File: src/sv/sphd_pkg.sv
`timescale 1ns / 1ps
// ============================================================================
// sphd_pkg
// Shared types and constants for the switch press/hold debouncer.
// ============================================================================
package sphd_pkg;

    // Width of the switch level and event mask fields
    localparam int unsigned MASK_W = 8;
    localparam int unsigned NUM_SWITCHES_DEF = 8;

    // Threshold register width and reset values
    localparam int unsigned THR_W = 8;
    localparam logic [THR_W-1:0] PRESS_THR_RST = 8'd6;
    localparam logic [THR_W-1:0] HOLD_THR_RST = 8'd50;

    // Sample counters saturate at the top of their range
    localparam int unsigned CNT_W = 9;
    localparam logic [CNT_W-1:0] CNT_MAX = 9'd511;

    // Debounce phase codes
    localparam logic [1:0] PH_RELEASED = 2'd0;
    localparam logic [1:0] PH_PRESSED = 2'd1;
    localparam logic [1:0] PH_HOLD = 2'd2;
    localparam logic [1:0] PH_HOLDING = 2'd3;

    // Configuration port
    localparam int unsigned PADDR_W = 3;
    localparam int unsigned PDATA_W = 32;
    localparam logic REG_PRESS_THR = 1'b0;
    localparam logic REG_HOLD_THR = 1'b1;

    // What one lane reports for the current tick
    typedef struct packed {
        logic press_ev;
        logic hold_ev;
        logic rel_ev;
        logic closed;
    } lane_evt_t;

    // One result item
    typedef struct packed {
        logic [MASK_W-1:0] pressed;
        logic [MASK_W-1:0] held;
        logic [MASK_W-1:0] released;
        logic [MASK_W-1:0] closed;
    } result_t;

endpackage

File: src/sv/sphd_lane.sv
`timescale 1ns / 1ps
// ============================================================================
// sphd_lane
// Debouncer for one switch: phase register plus closed and open counters.
// ============================================================================
module sphd_lane (
    input  logic                          clk,
    input  logic                          rst_n,
    input  logic                          step,
    input  logic                          level,
    input  logic [sphd_pkg::THR_W-1:0]    press_thr,
    input  logic [sphd_pkg::THR_W-1:0]    hold_thr,
    output sphd_pkg::lane_evt_t           evt
);
    import sphd_pkg::*;

    logic [1:0]       phase_reg;
    logic [1:0]       phase_next;
    logic [CNT_W-1:0] closed_cnt_reg;
    logic [CNT_W-1:0] closed_cnt_next;
    logic [CNT_W-1:0] open_cnt_reg;
    logic [CNT_W-1:0] open_cnt_next;
    logic [CNT_W-1:0] closed_inc;
    logic [CNT_W-1:0] open_inc;

    assign closed_inc = (closed_cnt_reg == CNT_MAX) ? closed_cnt_reg
                                                     : CNT_W'(closed_cnt_reg + 1'b1);
    assign open_inc   = (open_cnt_reg == CNT_MAX) ? open_cnt_reg
                                                   : CNT_W'(open_cnt_reg + 1'b1);

    always_comb
    begin
        phase_next      = phase_reg;
        closed_cnt_next = closed_cnt_reg;
        open_cnt_next   = open_cnt_reg;
        evt             = '0;
        if (level)
        begin
            unique case (phase_reg)
                PH_RELEASED:
                begin
                    phase_next = PH_PRESSED;
                end
                PH_PRESSED:
                begin
                    closed_cnt_next = closed_inc;
                    if (closed_inc > {1'b0, press_thr})
                    begin
                        phase_next   = PH_HOLD;
                        evt.press_ev = 1'b1;
                    end
                end
                PH_HOLD:
                begin
                    closed_cnt_next = closed_inc;
                    if (closed_inc > {1'b0, hold_thr})
                    begin
                        phase_next  = PH_HOLDING;
                        evt.hold_ev = 1'b1;
                    end
                end
                PH_HOLDING:
                begin
                    phase_next = PH_HOLDING;
                end
                default:
                begin
                    phase_next = phase_reg;
                end
            endcase
        end
        else if (phase_reg[1])
        begin
            // hold or holding: count open samples towards release
            open_cnt_next = open_inc;
            if (open_inc > {1'b0, press_thr})
            begin
                phase_next = PH_RELEASED;
                evt.rel_ev = 1'b1;
            end
        end
        if (evt.press_ev || evt.hold_ev || evt.rel_ev)
        begin
            closed_cnt_next = '0;
            open_cnt_next   = '0;
        end
        evt.closed = phase_next[1];
    end

    always_ff @(posedge clk or negedge rst_n)
    begin
        if (!rst_n)
        begin
            phase_reg      <= PH_RELEASED;
            closed_cnt_reg <= '0;
            open_cnt_reg   <= '0;
        end
        else if (step)
        begin
            phase_reg      <= phase_next;
            closed_cnt_reg <= closed_cnt_next;
            open_cnt_reg   <= open_cnt_next;
        end
    end

endmodule

File: src/sv/sphd_merge.sv
`timescale 1ns / 1ps
// ============================================================================
// sphd_merge
// Gathers lane reports into the four masks and holds them in a two-entry
// output queue.
// ============================================================================
module sphd_merge #(
    parameter int unsigned NUM_SWITCHES = sphd_pkg::NUM_SWITCHES_DEF
) (
    input  logic                           clk,
    input  logic                           rst_n,
    input  sphd_pkg::lane_evt_t            lane_evt [NUM_SWITCHES],
    input  logic                           push,
    input  logic                           pop,
    output logic                           full,
    output logic                           not_empty,
    output sphd_pkg::result_t              head
);
    import sphd_pkg::*;

    result_t    merged;
    result_t    q_reg [2];
    logic       wr_ptr_reg;
    logic       wr_ptr_next;
    logic       rd_ptr_reg;
    logic       rd_ptr_next;
    logic [1:0] count_reg;
    logic [1:0] count_next;

    // Lanes past the mask width are dropped; mask bits with no lane stay low
    for (genvar j = 0; j < MASK_W; j++)
    begin : g_bit
        if (j < NUM_SWITCHES)
        begin : g_lane
            assign merged.pressed[j]  = lane_evt[j].press_ev;
            assign merged.held[j]     = lane_evt[j].hold_ev;
            assign merged.released[j] = lane_evt[j].rel_ev;
            assign merged.closed[j]   = lane_evt[j].closed;
        end
        else
        begin : g_none
            assign merged.pressed[j]  = 1'b0;
            assign merged.held[j]     = 1'b0;
            assign merged.released[j] = 1'b0;
            assign merged.closed[j]   = 1'b0;
        end
    end

    assign full        = (count_reg == 2'd2);
    assign not_empty   = (count_reg != 2'd0);
    assign head        = q_reg[rd_ptr_reg];
    assign wr_ptr_next = push ? ~wr_ptr_reg : wr_ptr_reg;
    assign rd_ptr_next = pop ? ~rd_ptr_reg : rd_ptr_reg;
    assign count_next  = 2'(count_reg + {1'b0, push} - {1'b0, pop});

    always_ff @(posedge clk)
    begin
        if (push)
        begin
            q_reg[wr_ptr_reg] <= merged;
        end
    end

    always_ff @(posedge clk or negedge rst_n)
    begin
        if (!rst_n)
        begin
            wr_ptr_reg <= 1'b0;
            rd_ptr_reg <= 1'b0;
            count_reg  <= 2'd0;
        end
        else
        begin
            wr_ptr_reg <= wr_ptr_next;
            rd_ptr_reg <= rd_ptr_next;
            count_reg  <= count_next;
        end
    end

endmodule

File: src/sv/switch_press_hold_debouncer.sv
`timescale 1ns / 1ps
// ============================================================================
// switch_press_hold_debouncer
// Press/hold/release debouncer for a bank of switches, one lane per switch.
// ============================================================================
//
//  Channel  Signals                                   Moves
//  -------  ----------------------------------------  ---------------------------
//  in       in_valid / in_ready, switch_levels        one scan tick per item
//  out      out_valid / out_ready, *_mask             event and state masks
//  cfg      psel penable pwrite paddr pwdata prdata   thresholds, APB, no waits
//
//  One item per clock while ready. Every lane updates its switch in the cycle
//  the item is accepted; the result is in the output queue the cycle after.
//  The two-entry output queue sets the stall behaviour: in_ready drops only
//  while two result items wait, so one waiting result does not hold up input.
//  Reset (rst_n low, asynchronous) puts every switch in released with zeroed
//  counters, empties the queue and restores the thresholds to 6 and 50.
//  Threshold writes apply from the next accepted item onwards.
//
module switch_press_hold_debouncer #(
    parameter int unsigned NUM_SWITCHES = sphd_pkg::NUM_SWITCHES_DEF
) (
    input  logic                            clk,
    input  logic                            rst_n,
    // scan tick input
    input  logic                            in_valid,
    output logic                            in_ready,
    input  logic [sphd_pkg::MASK_W-1:0]     switch_levels,
    // result output
    output logic                            out_valid,
    input  logic                            out_ready,
    output logic [sphd_pkg::MASK_W-1:0]     pressed_mask,
    output logic [sphd_pkg::MASK_W-1:0]     held_mask,
    output logic [sphd_pkg::MASK_W-1:0]     released_mask,
    output logic [sphd_pkg::MASK_W-1:0]     closed_mask,
    // configuration
    input  logic                            psel,
    input  logic                            penable,
    input  logic                            pwrite,
    input  logic [sphd_pkg::PADDR_W-1:0]    paddr,
    input  logic [sphd_pkg::PDATA_W-1:0]    pwdata,
    output logic [sphd_pkg::PDATA_W-1:0]    prdata,
    output logic                            pready
);
    import sphd_pkg::*;

    logic [THR_W-1:0] press_thr_reg;
    logic [THR_W-1:0] hold_thr_reg;
    logic             cfg_wr;
    logic             step;
    logic             q_full;
    result_t          head;
    lane_evt_t        lane_evt [NUM_SWITCHES];

    // ------------------------------------------------------------------
    // Configuration registers: word 0 press threshold, word 1 hold
    // threshold. Only the low byte of the write data is kept.
    // ------------------------------------------------------------------
    assign pready = 1'b1;
    assign cfg_wr = psel && penable && pwrite && pready;

    always_ff @(posedge clk or negedge rst_n)
    begin
        if (!rst_n)
        begin
            press_thr_reg <= PRESS_THR_RST;
            hold_thr_reg  <= HOLD_THR_RST;
        end
        else if (cfg_wr)
        begin
            if (paddr[2] == REG_PRESS_THR)
            begin
                press_thr_reg <= pwdata[THR_W-1:0];
            end
            else
            begin
                hold_thr_reg <= pwdata[THR_W-1:0];
            end
        end
    end

    assign prdata = (paddr[2] == REG_HOLD_THR) ? {{(PDATA_W-THR_W){1'b0}}, hold_thr_reg}
                                               : {{(PDATA_W-THR_W){1'b0}}, press_thr_reg};

    // ------------------------------------------------------------------
    // Handshake: accept while the output queue has a free entry.
    // ------------------------------------------------------------------
    assign in_ready = !q_full;
    assign step     = in_valid && in_ready;

    // ------------------------------------------------------------------
    // One lane per switch. Lanes with no level bit always see open and so
    // never leave released.
    // ------------------------------------------------------------------
    for (genvar i = 0; i < NUM_SWITCHES; i++)
    begin : g_lane
        logic lvl;
        if (i < MASK_W)
        begin : g_in
            assign lvl = switch_levels[i];
        end
        else
        begin : g_open
            assign lvl = 1'b0;
        end

        sphd_lane u_lane (
            .clk       (clk),
            .rst_n     (rst_n),
            .step      (step),
            .level     (lvl),
            .press_thr (press_thr_reg),
            .hold_thr  (hold_thr_reg),
            .evt       (lane_evt[i])
        );
    end

    // ------------------------------------------------------------------
    // Merge lane reports into masks and queue the result item.
    // ------------------------------------------------------------------
    sphd_merge #(
        .NUM_SWITCHES (NUM_SWITCHES)
    ) u_merge (
        .clk       (clk),
        .rst_n     (rst_n),
        .lane_evt  (lane_evt),
        .push      (step),
        .pop       (out_valid && out_ready),
        .full      (q_full),
        .not_empty (out_valid),
        .head      (head)
    );

    assign pressed_mask  = head.pressed;
    assign held_mask     = head.held;
    assign released_mask = head.released;
    assign closed_mask   = head.closed;

    // ------------------------------------------------------------------
    // Checks
    // ------------------------------------------------------------------

    // input is only refused while results are waiting
    a_stall_needs_result: assert property (@(posedge clk) disable iff (!rst_n)
        !in_ready |-> out_valid)
        else $error("in_ready low with no result waiting");

    // an accepted item always leaves a result behind it
    a_accept_gives_result: assert property (@(posedge clk) disable iff (!rst_n)
        step |=> out_valid)
        else $error("accepted item left no result");

    // a switch gives at most one event per tick
    a_one_event: assert property (@(posedge clk) disable iff (!rst_n)
        out_valid |-> (((pressed_mask & held_mask) == '0)
                    && ((pressed_mask & released_mask) == '0)
                    && ((held_mask & released_mask) == '0)))
        else $error("more than one event for a switch");

    // press and hold land in a closed phase, release in an open one
    a_event_state: assert property (@(posedge clk) disable iff (!rst_n)
        out_valid |-> ((((pressed_mask | held_mask) & ~closed_mask) == '0)
                    && ((released_mask & closed_mask) == '0)))
        else $error("event mask disagrees with debounced state");

endmodule
File: config.mk
export PLATFORM = sky130hd
export DESIGN_NAME = switch_press_hold_debouncer
export DESIGN_NICKNAME = d
export VERILOG_FILES = /design/src/sv/sphd_pkg.sv /design/src/sv/sphd_lane.sv /design/src/sv/sphd_merge.sv /design/src/sv/switch_press_hold_debouncer.sv
export SDC_FILE = /design/constraint.sdc
export NUM_CORES = 1
export LEC_CHECK = 0
export BUFFER_PORTS_ARGS = -buffer_cell sky130_fd_sc_hd__buf_2
export CAP_MARGIN = 20
export CORE_MARGIN = 2
export CORE_UTILIZATION = 30
export DETAILED_ROUTE_END_ITERATION = 16
export PLACE_DENSITY = 0.44
export SYNTH_ARGS = -nofsm -noshare
export SYNTH_HDL_FRONTEND = slang
export SYNTH_SLANG_ARGS = --single-unit
File: constraint.sdc
create_clock -name clk -period 5.07 [get_ports clk]
set_input_delay 0.7605 -clock clk [delete_from_list [all_inputs] [get_ports clk]]
set_output_delay 0.7605 -clock clk [all_outputs]
set_load 0.01 [all_outputs]
==> results of run 1 <==
## power by group through the flow
stage / clock, uW / sequential (uW) / combinational [uW]
final: 2350 / 3110 / 5540
after global routing: 2520 / 3190 / 6310
after CTS: 2450 / 3100 / 5600
after detailed placement: 0 / 3130 / 5570
after global placement: 0 / 3110 / 5440
after floorplan: 0 / 2990 / 4080
## per-layer routing
layer / up-vias / part of all wire (%) / GRT usage, %
met5: - / 0 / 0
met4: 0 / 2.3 / 4.66
met1: 7377 / 46 / 21.8
met2: 274 / 48 / 28.6
met3: 66 / 4.0 / 2.53
li1: 7468 / - / -
## final cells by class
type	count	share of cell area, %
inverter	113	2.00
timing repair buffer	81	2.26
sequential	244	30.4
clock buffer	48	4.41
tap	837	4.95
multi-input combinational	1566	55.4
clock inverter	14	0.638
## path summary, 6_finish.rpt
path	end	slack, ns	cells past startpoint
max	g_lane[6].u_lane.closed_cnt_reg[6]	0.70	16
min reg2reg	press_thr_reg[3]	0.50	1
max reg2reg	g_lane[6].u_lane.closed_cnt_reg[6]	0.70	16
max in group asynchronous	g_lane[6].u_lane.closed_cnt_reg[1]	3.75	2
min in group clk	hold_thr_reg[7]	0.46	2
min	u_merge.rd_ptr_reg	0.28	1
## layout by cell type (no fill, tap or decap), types with 17 or more instances in the layout
master and n:
sky130_fd_sc_hd__dfrtp_1 174, sky130_fd_sc_hd__mux2_2 66, sky130_fd_sc_hd__nand3_1 72, sky130_fd_sc_hd__o211ai_1 21, sky130_fd_sc_hd__a211oi_1 20, sky130_fd_sc_hd__nand2_1 190, sky130_fd_sc_hd__nor2_1 114, sky130_fd_sc_hd__nand4_1 73
sky130_fd_sc_hd__and2_1 22, sky130_fd_sc_hd__inv_1 109, sky130_fd_sc_hd__a21oi_1 99, sky130_fd_sc_hd__a22o_1 35, sky130_fd_sc_hd__nor3_1 29, sky130_fd_sc_hd__clkbuf_16 34, sky130_fd_sc_hd__edfxtp_1 64, sky130_fd_sc_hd__conb_1 25
sky130_fd_sc_hd__a31oi_1 25, sky130_fd_sc_hd__a21o_1 26, sky130_fd_sc_hd__o21a_1 32, sky130_fd_sc_hd__xor2_1 26, sky130_fd_sc_hd__ha_1 250, sky130_fd_sc_hd__xnor2_1 64, sky130_fd_sc_hd__o22ai_1 17, sky130_fd_sc_hd__nor2b_1 19
sky130_fd_sc_hd__o21ai_0 85, sky130_fd_sc_hd__buf_2 64, sky130_fd_sc_hd__and3_1 20
## through the flow
step | hold WS (ns) | setup WS [ns]
after floorplan | 0.459 | 1.53
after global placement | 0.478 | 0.838
after detailed placement | 0.494 | 0.773
after CTS | 0.310 | 0.740
after global routing | 0.334 | 0.369
final | 0.278 | 0.699
## cell families (layout without fill, tap and decap cells)
| group | after synthesis | count (layout) |
|---|---|---|
| adder cells (fa/ha/maj) | 250 | 250 |
| flip-flops | 244 | 244 |
| AO/OA/AOI/OAI | 500 | 500 |
| buffers and inverters | 176 | 256 |
| other | 2 | 25 |
| multiplexers | 77 | 77 |
| XOR/XNOR | 90 | 90 |
| AND/OR/NAND/NOR | 624 | 624 |
==> flow_results.xml, run 1 <==
<?xml version="1.0" encoding="UTF-8"?>
<metrics>
  <group name="setup_path">
    <metric name="crit_path_start" unit="">g_lane[6].u_lane.closed_cnt_reg[0]</metric>
    <metric name="crit-reg2reg-launch" unit="">g_lane[6].u_lane.closed_cnt_reg[0]</metric>
    <metric name="worst_setup_path_end_kind" unit="">flop</metric>
    <metric name="worstPathMaxFanout" unit="">9</metric>
    <metric name="path_cells" unit="">ha_1 &gt; nand4_1 &gt; nor3_2 &gt; nand2_1 &gt; nand4_1 &gt; nor2_1 &gt; xnor2_1 &gt; inv_1 &gt; ha_1 &gt; a211oi_1 &gt; o211ai_1 &gt; o211ai_1 &gt; a21boi_1 &gt; nor3_4 &gt; nand4_2 &gt; o32ai_2</metric>
    <metric name="critPathMaxStageDelay" unit="ns">0.44</metric>
    <metric name="critical_path.top_delay_family" unit="">simple AND/OR/NAND/NOR gates</metric>
    <metric name="arrival_time_at_the_worst_endpoint" unit="ns">4.83</metric>
    <metric name="master_of_the_slowest_instance_on_the_critical_path" unit="">sky130_fd_sc_hd__dfrtp_1</metric>
    <metric name="worst-path-buf-inv" unit="">1</metric>
    <metric name="timing.setup.critical_path_class" unit="">flop to flop</metric>
    <metric name="critical_path_required" unit="ns">5.53</metric>
    <metric name="startpoint_type" unit="">flop</metric>
  </group>
  <group name="pwr">
    <metric name="comb_power_share" unit="%">50.4</metric>
    <metric name="total_power" unit="uW">11000</metric>
    <metric name="static-leakage-power" unit="uW">0.00934</metric>
    <metric name="vdd_drop_max" unit="mV">0.245</metric>
    <metric name="switchingPower" unit="uW">4760</metric>
    <metric name="power_frac_clock" unit="%">21.4</metric>
    <metric name="power_per_unit_of_standard_cell_area" unit="mW/mm^2">519</metric>
    <metric name="power.sequential.fraction" unit="%">28.3</metric>
    <metric name="power.switching_fraction" unit="%">43.3</metric>
    <metric name="internal_power" unit="uW">6230</metric>
  </group>
  <group name="sta">
    <metric name="worst_slew_pin_slew" unit="ns">0.941</metric>
    <metric name="hold_violations" unit="">0</metric>
    <metric name="final.setup_skew" unit="ns">0.0195</metric>
    <metric name="final-max-slew-violation-count" unit="">0</metric>
    <metric name="max_freq" unit="MHz">229</metric>
    <metric name="tns_setup" unit="ns">0</metric>
    <metric name="unrepaired_setup_endpoints_after_global_routing" unit="">false</metric>
    <metric name="number_of_setup_violations_in_the_final_report" unit="">0</metric>
    <metric name="final_min_period_over_clock_period" unit="%">86.2</metric>
    <metric name="layout_min_cycle_time" unit="ns">4.37</metric>
    <metric name="slew-limit-headroom" unit="%">37.2</metric>
  </group>
  <group name="clock_network">
    <metric name="post_cts_resize_count" unit="">0</metric>
    <metric name="clk_pin_slew_worst_paths" unit="ns">0.06</metric>
    <metric name="cts-htree-levels" unit="">2</metric>
    <metric name="cell_at_the_root_of_the_clock_tree" unit="">sky130_fd_sc_hd__clkbuf_16</metric>
    <metric name="cts_tree" unit="">yes</metric>
    <metric name="cts.hold.buffers_added" unit="">0</metric>
    <metric name="postCtsSetupBuffers" unit="">0</metric>
    <metric name="clock_insertion_delay_worst_skew" unit="ns">0.56</metric>
    <metric name="max-clock-path-buffers" unit="">3</metric>
    <metric name="cts_inserted_buffers" unit="">34</metric>
    <metric name="cts.sinks" unit="">244</metric>
  </group>
  <group name="yosys">
    <metric name="synth-compound-area-share" unit="%">19.3</metric>
    <metric name="synth_seq_area_share" unit="%">34.1</metric>
    <metric name="yosys_register_bits" unit="">244</metric>
    <metric name="post_synth_and_or_nand_nor_area_fraction" unit="%">17.0</metric>
    <metric name="synth_top_family_by_area" unit="">compound AO/OA/AOI/OAI gates</metric>
    <metric name="syn-cell-area" unit="mm^2">0.0188</metric>
    <metric name="post-synth-top-area-fraction" unit="%">23.2</metric>
    <metric name="netlist_top_cells_area" unit="">sky130_fd_sc_hd__dfrtp_1 (23%), sky130_fd_sc_hd__ha_1 (17%), sky130_fd_sc_hd__edfxtp_1 (10%)</metric>
    <metric name="post_synth_fa_ha_maj_area_fraction" unit="%">16.6</metric>
    <metric name="dominantRegCellSynth" unit="">sky130_fd_sc_hd__dfrtp_1</metric>
    <metric name="synth_top_area_cell" unit="">sky130_fd_sc_hd__dfrtp_1</metric>
    <metric name="post_synth_xor_area_fraction" unit="%">4.18</metric>
    <metric name="post-synth-top-count-cell" unit="">sky130_fd_sc_hd__ha_1</metric>
    <metric name="syn_area_per_cell" unit="um^2">9.60</metric>
    <metric name="post_synth_mux_area_share" unit="%">4.53</metric>
    <metric name="ys_types" unit="">106</metric>
    <metric name="synth_enable_flop_cells" unit="">64</metric>
    <metric name="synthArstFlopShare" unit="%">73.8</metric>
    <metric name="post_synth_most_frequent_cells" unit="">sky130_fd_sc_hd__ha_1 (250), sky130_fd_sc_hd__nand2_1 (191), sky130_fd_sc_hd__dfrtp_1 (175)</metric>
    <metric name="postSynthCellCount" unit="">1963</metric>
    <metric name="yosysWarnings" unit="">0</metric>
  </group>
  <group name="final_layout">
    <metric name="multi_input_area" unit="mm^2">0.0117</metric>
    <metric name="layout-drive-gt1-share" unit="%">12.9</metric>
    <metric name="final_util" unit="%">34.2</metric>
    <metric name="num-fill-cells" unit="">6347</metric>
    <metric name="final_cell_area" unit="mm^2">0.0212</metric>
    <metric name="final-instance-count-excl-fill" unit="">2903</metric>
    <metric name="antenna-diode-count" unit="">0</metric>
    <metric name="syn2layout_area_growth" unit="%">12.4</metric>
    <metric name="layout.nets" unit="">2340</metric>
    <metric name="area.sequential" unit="mm^2">0.00643</metric>
  </group>
  <group name="drt">
    <metric name="drtAntennaViolNets" unit="">0</metric>
    <metric name="drt_drc_violations_left" unit="">0</metric>
    <metric name="drt_pre_antenna_iters" unit="">6</metric>
    <metric name="routed_via_density" unit="">5.23</metric>
    <metric name="drt-wirelength-per-cell" unit="um">18.4</metric>
    <metric name="routed-via-count" unit="">15200</metric>
    <metric name="detailedRoute.firstIterationViolations" unit="">896</metric>
    <metric name="routed_wl" unit="mm">53.5</metric>
  </group>
  <group name="run_status">
    <metric name="status" unit="">completed</metric>
  </group>
  <group name="flow_run">
    <metric name="maxCapViolations" unit="">0</metric>
  </group>
  <group name="floorplan">
    <metric name="die_height" unit="um">255</metric>
    <metric name="dieArea" unit="mm^2">0.0648</metric>
    <metric name="top_level_ports" unit="">117</metric>
    <metric name="chipWidth" unit="um">255</metric>
    <metric name="floorplan.initialDensity" unit="%">30.4</metric>
    <metric name="num_rows" unit="">91</metric>
    <metric name="core_area" unit="mm^2">0.0619</metric>
  </group>
  <group name="global_route">
    <metric name="grt_overflow" unit="">0</metric>
    <metric name="track_usage" unit="%">16.7</metric>
    <metric name="grt_pass1_wl" unit="mm">85.0</metric>
    <metric name="initial_antenna_violation_count" unit="">1</metric>
    <metric name="grt_max_degree" unit="">97</metric>
    <metric name="grt_pass1_vias" unit="">15100</metric>
  </group>
  <group name="placement">
    <metric name="routabilityCongestion" unit="">0.817</metric>
    <metric name="dp_hpwl" unit="mm">38.1</metric>
    <metric name="total_placed_cells_including_tap_cells" unit="">2841</metric>
    <metric name="placement.cell_area" unit="mm^2">0.0201</metric>
    <metric name="io_buffers" unit="">65</metric>
  </group>
  <group name="min_path">
    <metric name="hold_path.class" unit="">input port to async pin</metric>
  </group>
</metrics>
No activity file was read; power rests on OpenSTA's default activity.
==> inputs of run 2 (changes only) <==
--- a/config.mk
+++ b/config.mk
@@ -5,12 +5,12 @@
 export SDC_FILE = /design/constraint.sdc
 export NUM_CORES = 1
 export LEC_CHECK = 0
-export BUFFER_PORTS_ARGS = -buffer_cell sky130_fd_sc_hd__buf_2
 export CAP_MARGIN = 20
 export CORE_MARGIN = 2
 export CORE_UTILIZATION = 30
 export DETAILED_ROUTE_END_ITERATION = 16
-export PLACE_DENSITY = 0.44
+export DONT_BUFFER_PORTS = 1
+export PLACE_DENSITY = 0.43
 export SYNTH_ARGS = -nofsm -noshare
 export SYNTH_HDL_FRONTEND = slang
 export SYNTH_SLANG_ARGS = --single-unit
==> run 2 against run 1 <==
Register-to-register slack barely moved. Routed wire length increased by 0.12%. Worst hold slack worse by 0.23 ns. Sequential power about the same. Count of clock-buffer cells in the layout shrank 4. Utilization shrank 0.38 points. Setup slack worse by 0.0092 ns. Final cell count shrank 2.2%. Combinational power fell by 2%. Fmax shrank 0.21%. Cell area decreased by 1.1%. Critical endpoint unchanged. Largest power group unchanged.
==> flow_results.xml, run 2 (synthesized netlist as in run 1, its figures left out) <==
<?xml version="1.0" encoding="UTF-8"?>
<metrics>
  <group name="pwr">
    <metric name="power.sequential.fraction" unit="%">28.2</metric>
    <metric name="comb_power_share" unit="%">49.1</metric>
    <metric name="switchingPower" unit="uW">4750</metric>
    <metric name="power_per_unit_of_standard_cell_area" unit="mW/mm^2">528</metric>
    <metric name="internal_power" unit="uW">6300</metric>
    <metric name="power_frac_clock" unit="%">22.7</metric>
    <metric name="vdd_drop_max" unit="mV">0.198</metric>
    <metric name="power.switching_fraction" unit="%">43.0</metric>
    <metric name="static-leakage-power" unit="uW">0.00913</metric>
  </group>
  <group name="placement">
    <metric name="io_buffers" unit="">0</metric>
    <metric name="dp_hpwl" unit="mm">38.0</metric>
    <metric name="routabilityCongestion" unit="">0.813</metric>
    <metric name="total_placed_cells_including_tap_cells" unit="">2778</metric>
    <metric name="placement.cell_area" unit="mm^2">0.0198</metric>
  </group>
  <group name="floorplan">
    <metric name="die_height" unit="um">255</metric>
    <metric name="dieArea" unit="mm^2">0.0648</metric>
    <metric name="floorplan.initialDensity" unit="%">30.4</metric>
    <metric name="top_level_ports" unit="">117</metric>
    <metric name="core_area" unit="mm^2">0.0619</metric>
    <metric name="chipWidth" unit="um">255</metric>
    <metric name="num_rows" unit="">91</metric>
  </group>
  <group name="clock_network">
    <metric name="cts_inserted_buffers" unit="">34</metric>
    <metric name="cts.sinks" unit="">244</metric>
    <metric name="cts_tree" unit="">yes</metric>
    <metric name="cell_at_the_root_of_the_clock_tree" unit="">sky130_fd_sc_hd__clkbuf_16</metric>
    <metric name="cts-htree-levels" unit="">2</metric>
    <metric name="post_cts_resize_count" unit="">0</metric>
    <metric name="clock_insertion_delay_worst_skew" unit="ns">0.56</metric>
    <metric name="clk_pin_slew_worst_paths" unit="ns">0.06</metric>
    <metric name="max-clock-path-buffers" unit="">3</metric>
  </group>
  <group name="final_layout">
    <metric name="layout-drive-gt1-share" unit="%">10.4</metric>
    <metric name="syn2layout_area_growth" unit="%">11.1</metric>
    <metric name="final_common_cell" unit="">sky130_fd_sc_hd__ha_1</metric>
    <metric name="final_cell_area" unit="mm^2">0.0209</metric>
    <metric name="layout.nets" unit="">2278</metric>
    <metric name="mostFrequentLayoutCells" unit="">sky130_fd_sc_hd__ha_1 (250), sky130_fd_sc_hd__nand2_1 (190), sky130_fd_sc_hd__dfrtp_1 (174), sky130_fd_sc_hd__nor2_1 (114), sky130_fd_sc_hd__inv_1 (109)</metric>
    <metric name="final_util" unit="%">33.8</metric>
    <metric name="antenna-diode-count" unit="">0</metric>
    <metric name="final-instance-count-excl-fill" unit="">2840</metric>
  </group>
  <group name="drt">
    <metric name="drt_pre_antenna_iters" unit="">5</metric>
    <metric name="routed_via_density" unit="">5.25</metric>
    <metric name="drtAntennaViolNets" unit="">0</metric>
    <metric name="drt-wirelength-per-cell" unit="um">18.9</metric>
    <metric name="detailedRoute.firstIterationViolations" unit="">855</metric>
    <metric name="routed-via-count" unit="">14900</metric>
    <metric name="drt_drc_violations_left" unit="">0</metric>
    <metric name="routed_wl" unit="mm">53.6</metric>
  </group>
  <group name="sta">
    <metric name="final-max-slew-violation-count" unit="">0</metric>
    <metric name="worst_hold_slack" unit="ns">0.0445</metric>
    <metric name="final_min_period_over_clock_period" unit="%">86.4</metric>
    <metric name="worst_slew_pin_slew" unit="ns">1.09</metric>
    <metric name="tns_setup" unit="ns">0</metric>
    <metric name="hold_violations" unit="">0</metric>
    <metric name="slew-limit-headroom" unit="%">26.5</metric>
    <metric name="max_freq" unit="MHz">228</metric>
    <metric name="final.setup_skew" unit="ns">0.0291</metric>
    <metric name="layout_min_cycle_time" unit="ns">4.38</metric>
    <metric name="number_of_setup_violations_in_the_final_report" unit="">0</metric>
    <metric name="unrepaired_setup_endpoints_after_global_routing" unit="">false</metric>
  </group>
  <group name="setup_path">
    <metric name="critical_path_required" unit="ns">5.53</metric>
    <metric name="arrival_time_at_the_worst_endpoint" unit="ns">4.84</metric>
    <metric name="worstPathMaxFanout" unit="">9</metric>
    <metric name="startpoint_type" unit="">flop</metric>
    <metric name="timing.setup.critical_path_class" unit="">flop to flop</metric>
    <metric name="worst_setup_path_end_kind" unit="">flop</metric>
  </group>
  <group name="global_route">
    <metric name="grt_pass1_vias" unit="">14700</metric>
    <metric name="initial_antenna_violation_count" unit="">3</metric>
    <metric name="grt_overflow" unit="">0</metric>
    <metric name="track_usage" unit="%">16.6</metric>
    <metric name="grt_max_degree" unit="">176</metric>
    <metric name="grt_pass1_wl" unit="mm">83.7</metric>
  </group>
  <group name="flow_run">
    <metric name="maxCapViolations" unit="">0</metric>
  </group>
  <group name="min_path">
    <metric name="hold_path.class" unit="">input port to async pin</metric>
  </group>
  <group name="run_status">
    <metric name="status" unit="">completed</metric>
  </group>
</metrics>
## run 2: cell types whose count changed in the layout (fill, tap and decap cells not counted), sizes merged
cell	previous run	this run
buf	80	19
bufinv	2	5
clkbuf	49	44
clkinv	9	8
clkinvlp	0	2
inv	116	115
## run 2: what timing repair did
action,4_1_cts,5_1_grt
hold endpoints to repair,175,0
hold buffers,1,0
setup buffers,0,0
## run 2: worst max-delay path: stages (launching register included)
cell	delay [ns]
sky130_fd_sc_hd__dfrtp_1	0.45
sky130_fd_sc_hd__ha_1	0.28
sky130_fd_sc_hd__nand4_1	0.16
sky130_fd_sc_hd__nor3_2	0.33
sky130_fd_sc_hd__nand2_1	0.28
sky130_fd_sc_hd__nand4_1	0.25
sky130_fd_sc_hd__nor2_1	0.07
sky130_fd_sc_hd__xnor2_1	0.20
sky130_fd_sc_hd__inv_1	0.13
sky130_fd_sc_hd__ha_1	0.22
sky130_fd_sc_hd__a211oi_1	0.31
sky130_fd_sc_hd__o211ai_1	0.15
sky130_fd_sc_hd__o211ai_1	0.35
sky130_fd_sc_hd__a21boi_1	0.24
sky130_fd_sc_hd__nor3_4	0.31
sky130_fd_sc_hd__nand4_2	0.27
sky130_fd_sc_hd__o32ai_2	0.27
## run 2: layer usage
| layer | wire, um | global-route usage [%] | vias to the layer above |
|---|---|---|---|
| met2 | 24900 | 27.3 | 222 |
| li1 | - | - | 7365 |
| met5 | 28 | 0 | - |
| met4 | 1530 | 6.05 | 4 |
| met3 | 2250 | 2.93 | 80 |
| met1 | 24900 | 21.7 | 7251 |
## run 2: stage by stage
stage,setup WS [ns],total power (uW)
6_report,0.690,11000
5_1_grt,0.359,12000
4_1_cts,0.703,11200
3_5_place_dp,0.732,8560
3_3_place_gp,0.793,8400
2_1_floorplan,1.53,7070
## run 2: power by group through the flow
stage | Sequential, uW | Combinational, uW | Clock [uW]
2_1_floorplan | 2990 | 4080 | 0
3_3_place_gp | 3130 | 5280 | 0
3_5_place_dp | 3140 | 5420 | 0
4_1_cts | 3110 | 5490 | 2610
5_1_grt | 3200 | 6140 | 2680
6_report | 3120 | 5420 | 2510
## run 2: path summary, 6_finish.rpt
| path | startpoint | to | slack, ns | cells past startpoint |
|---|---|---|---|---|
| worst min-delay path | rst_n | hold_thr_reg[5] | 0.04 | 0 |
| max in group asynchronous | rst_n | g_lane[7].u_lane.closed_cnt_reg[7] | 4.00 | 1 |
| min in group clk | pwdata[7] | hold_thr_reg[7] | 0.35 | 1 |
| worst max register to register | g_lane[6].u_lane.closed_cnt_reg[0] | g_lane[6].u_lane.closed_cnt_reg[6] | 0.69 | 16 |
| worst max-delay path | g_lane[6].u_lane.closed_cnt_reg[0] | g_lane[6].u_lane.closed_cnt_reg[6] | 0.69 | 16 |
| worst min register to register | press_thr_reg[5] | press_thr_reg[5] | 0.50 | 1 |
## run 2: final cells by class
class	count	area, um^2
Inverter	113	424
Multi-Input combinational cell	1566	11700
Timing Repair Buffer	19	163
Clock inverter	17	233
Fill cell	6396	41000
Tap cell	837	1050
Clock buffer	44	918
Sequential cell	244	6430
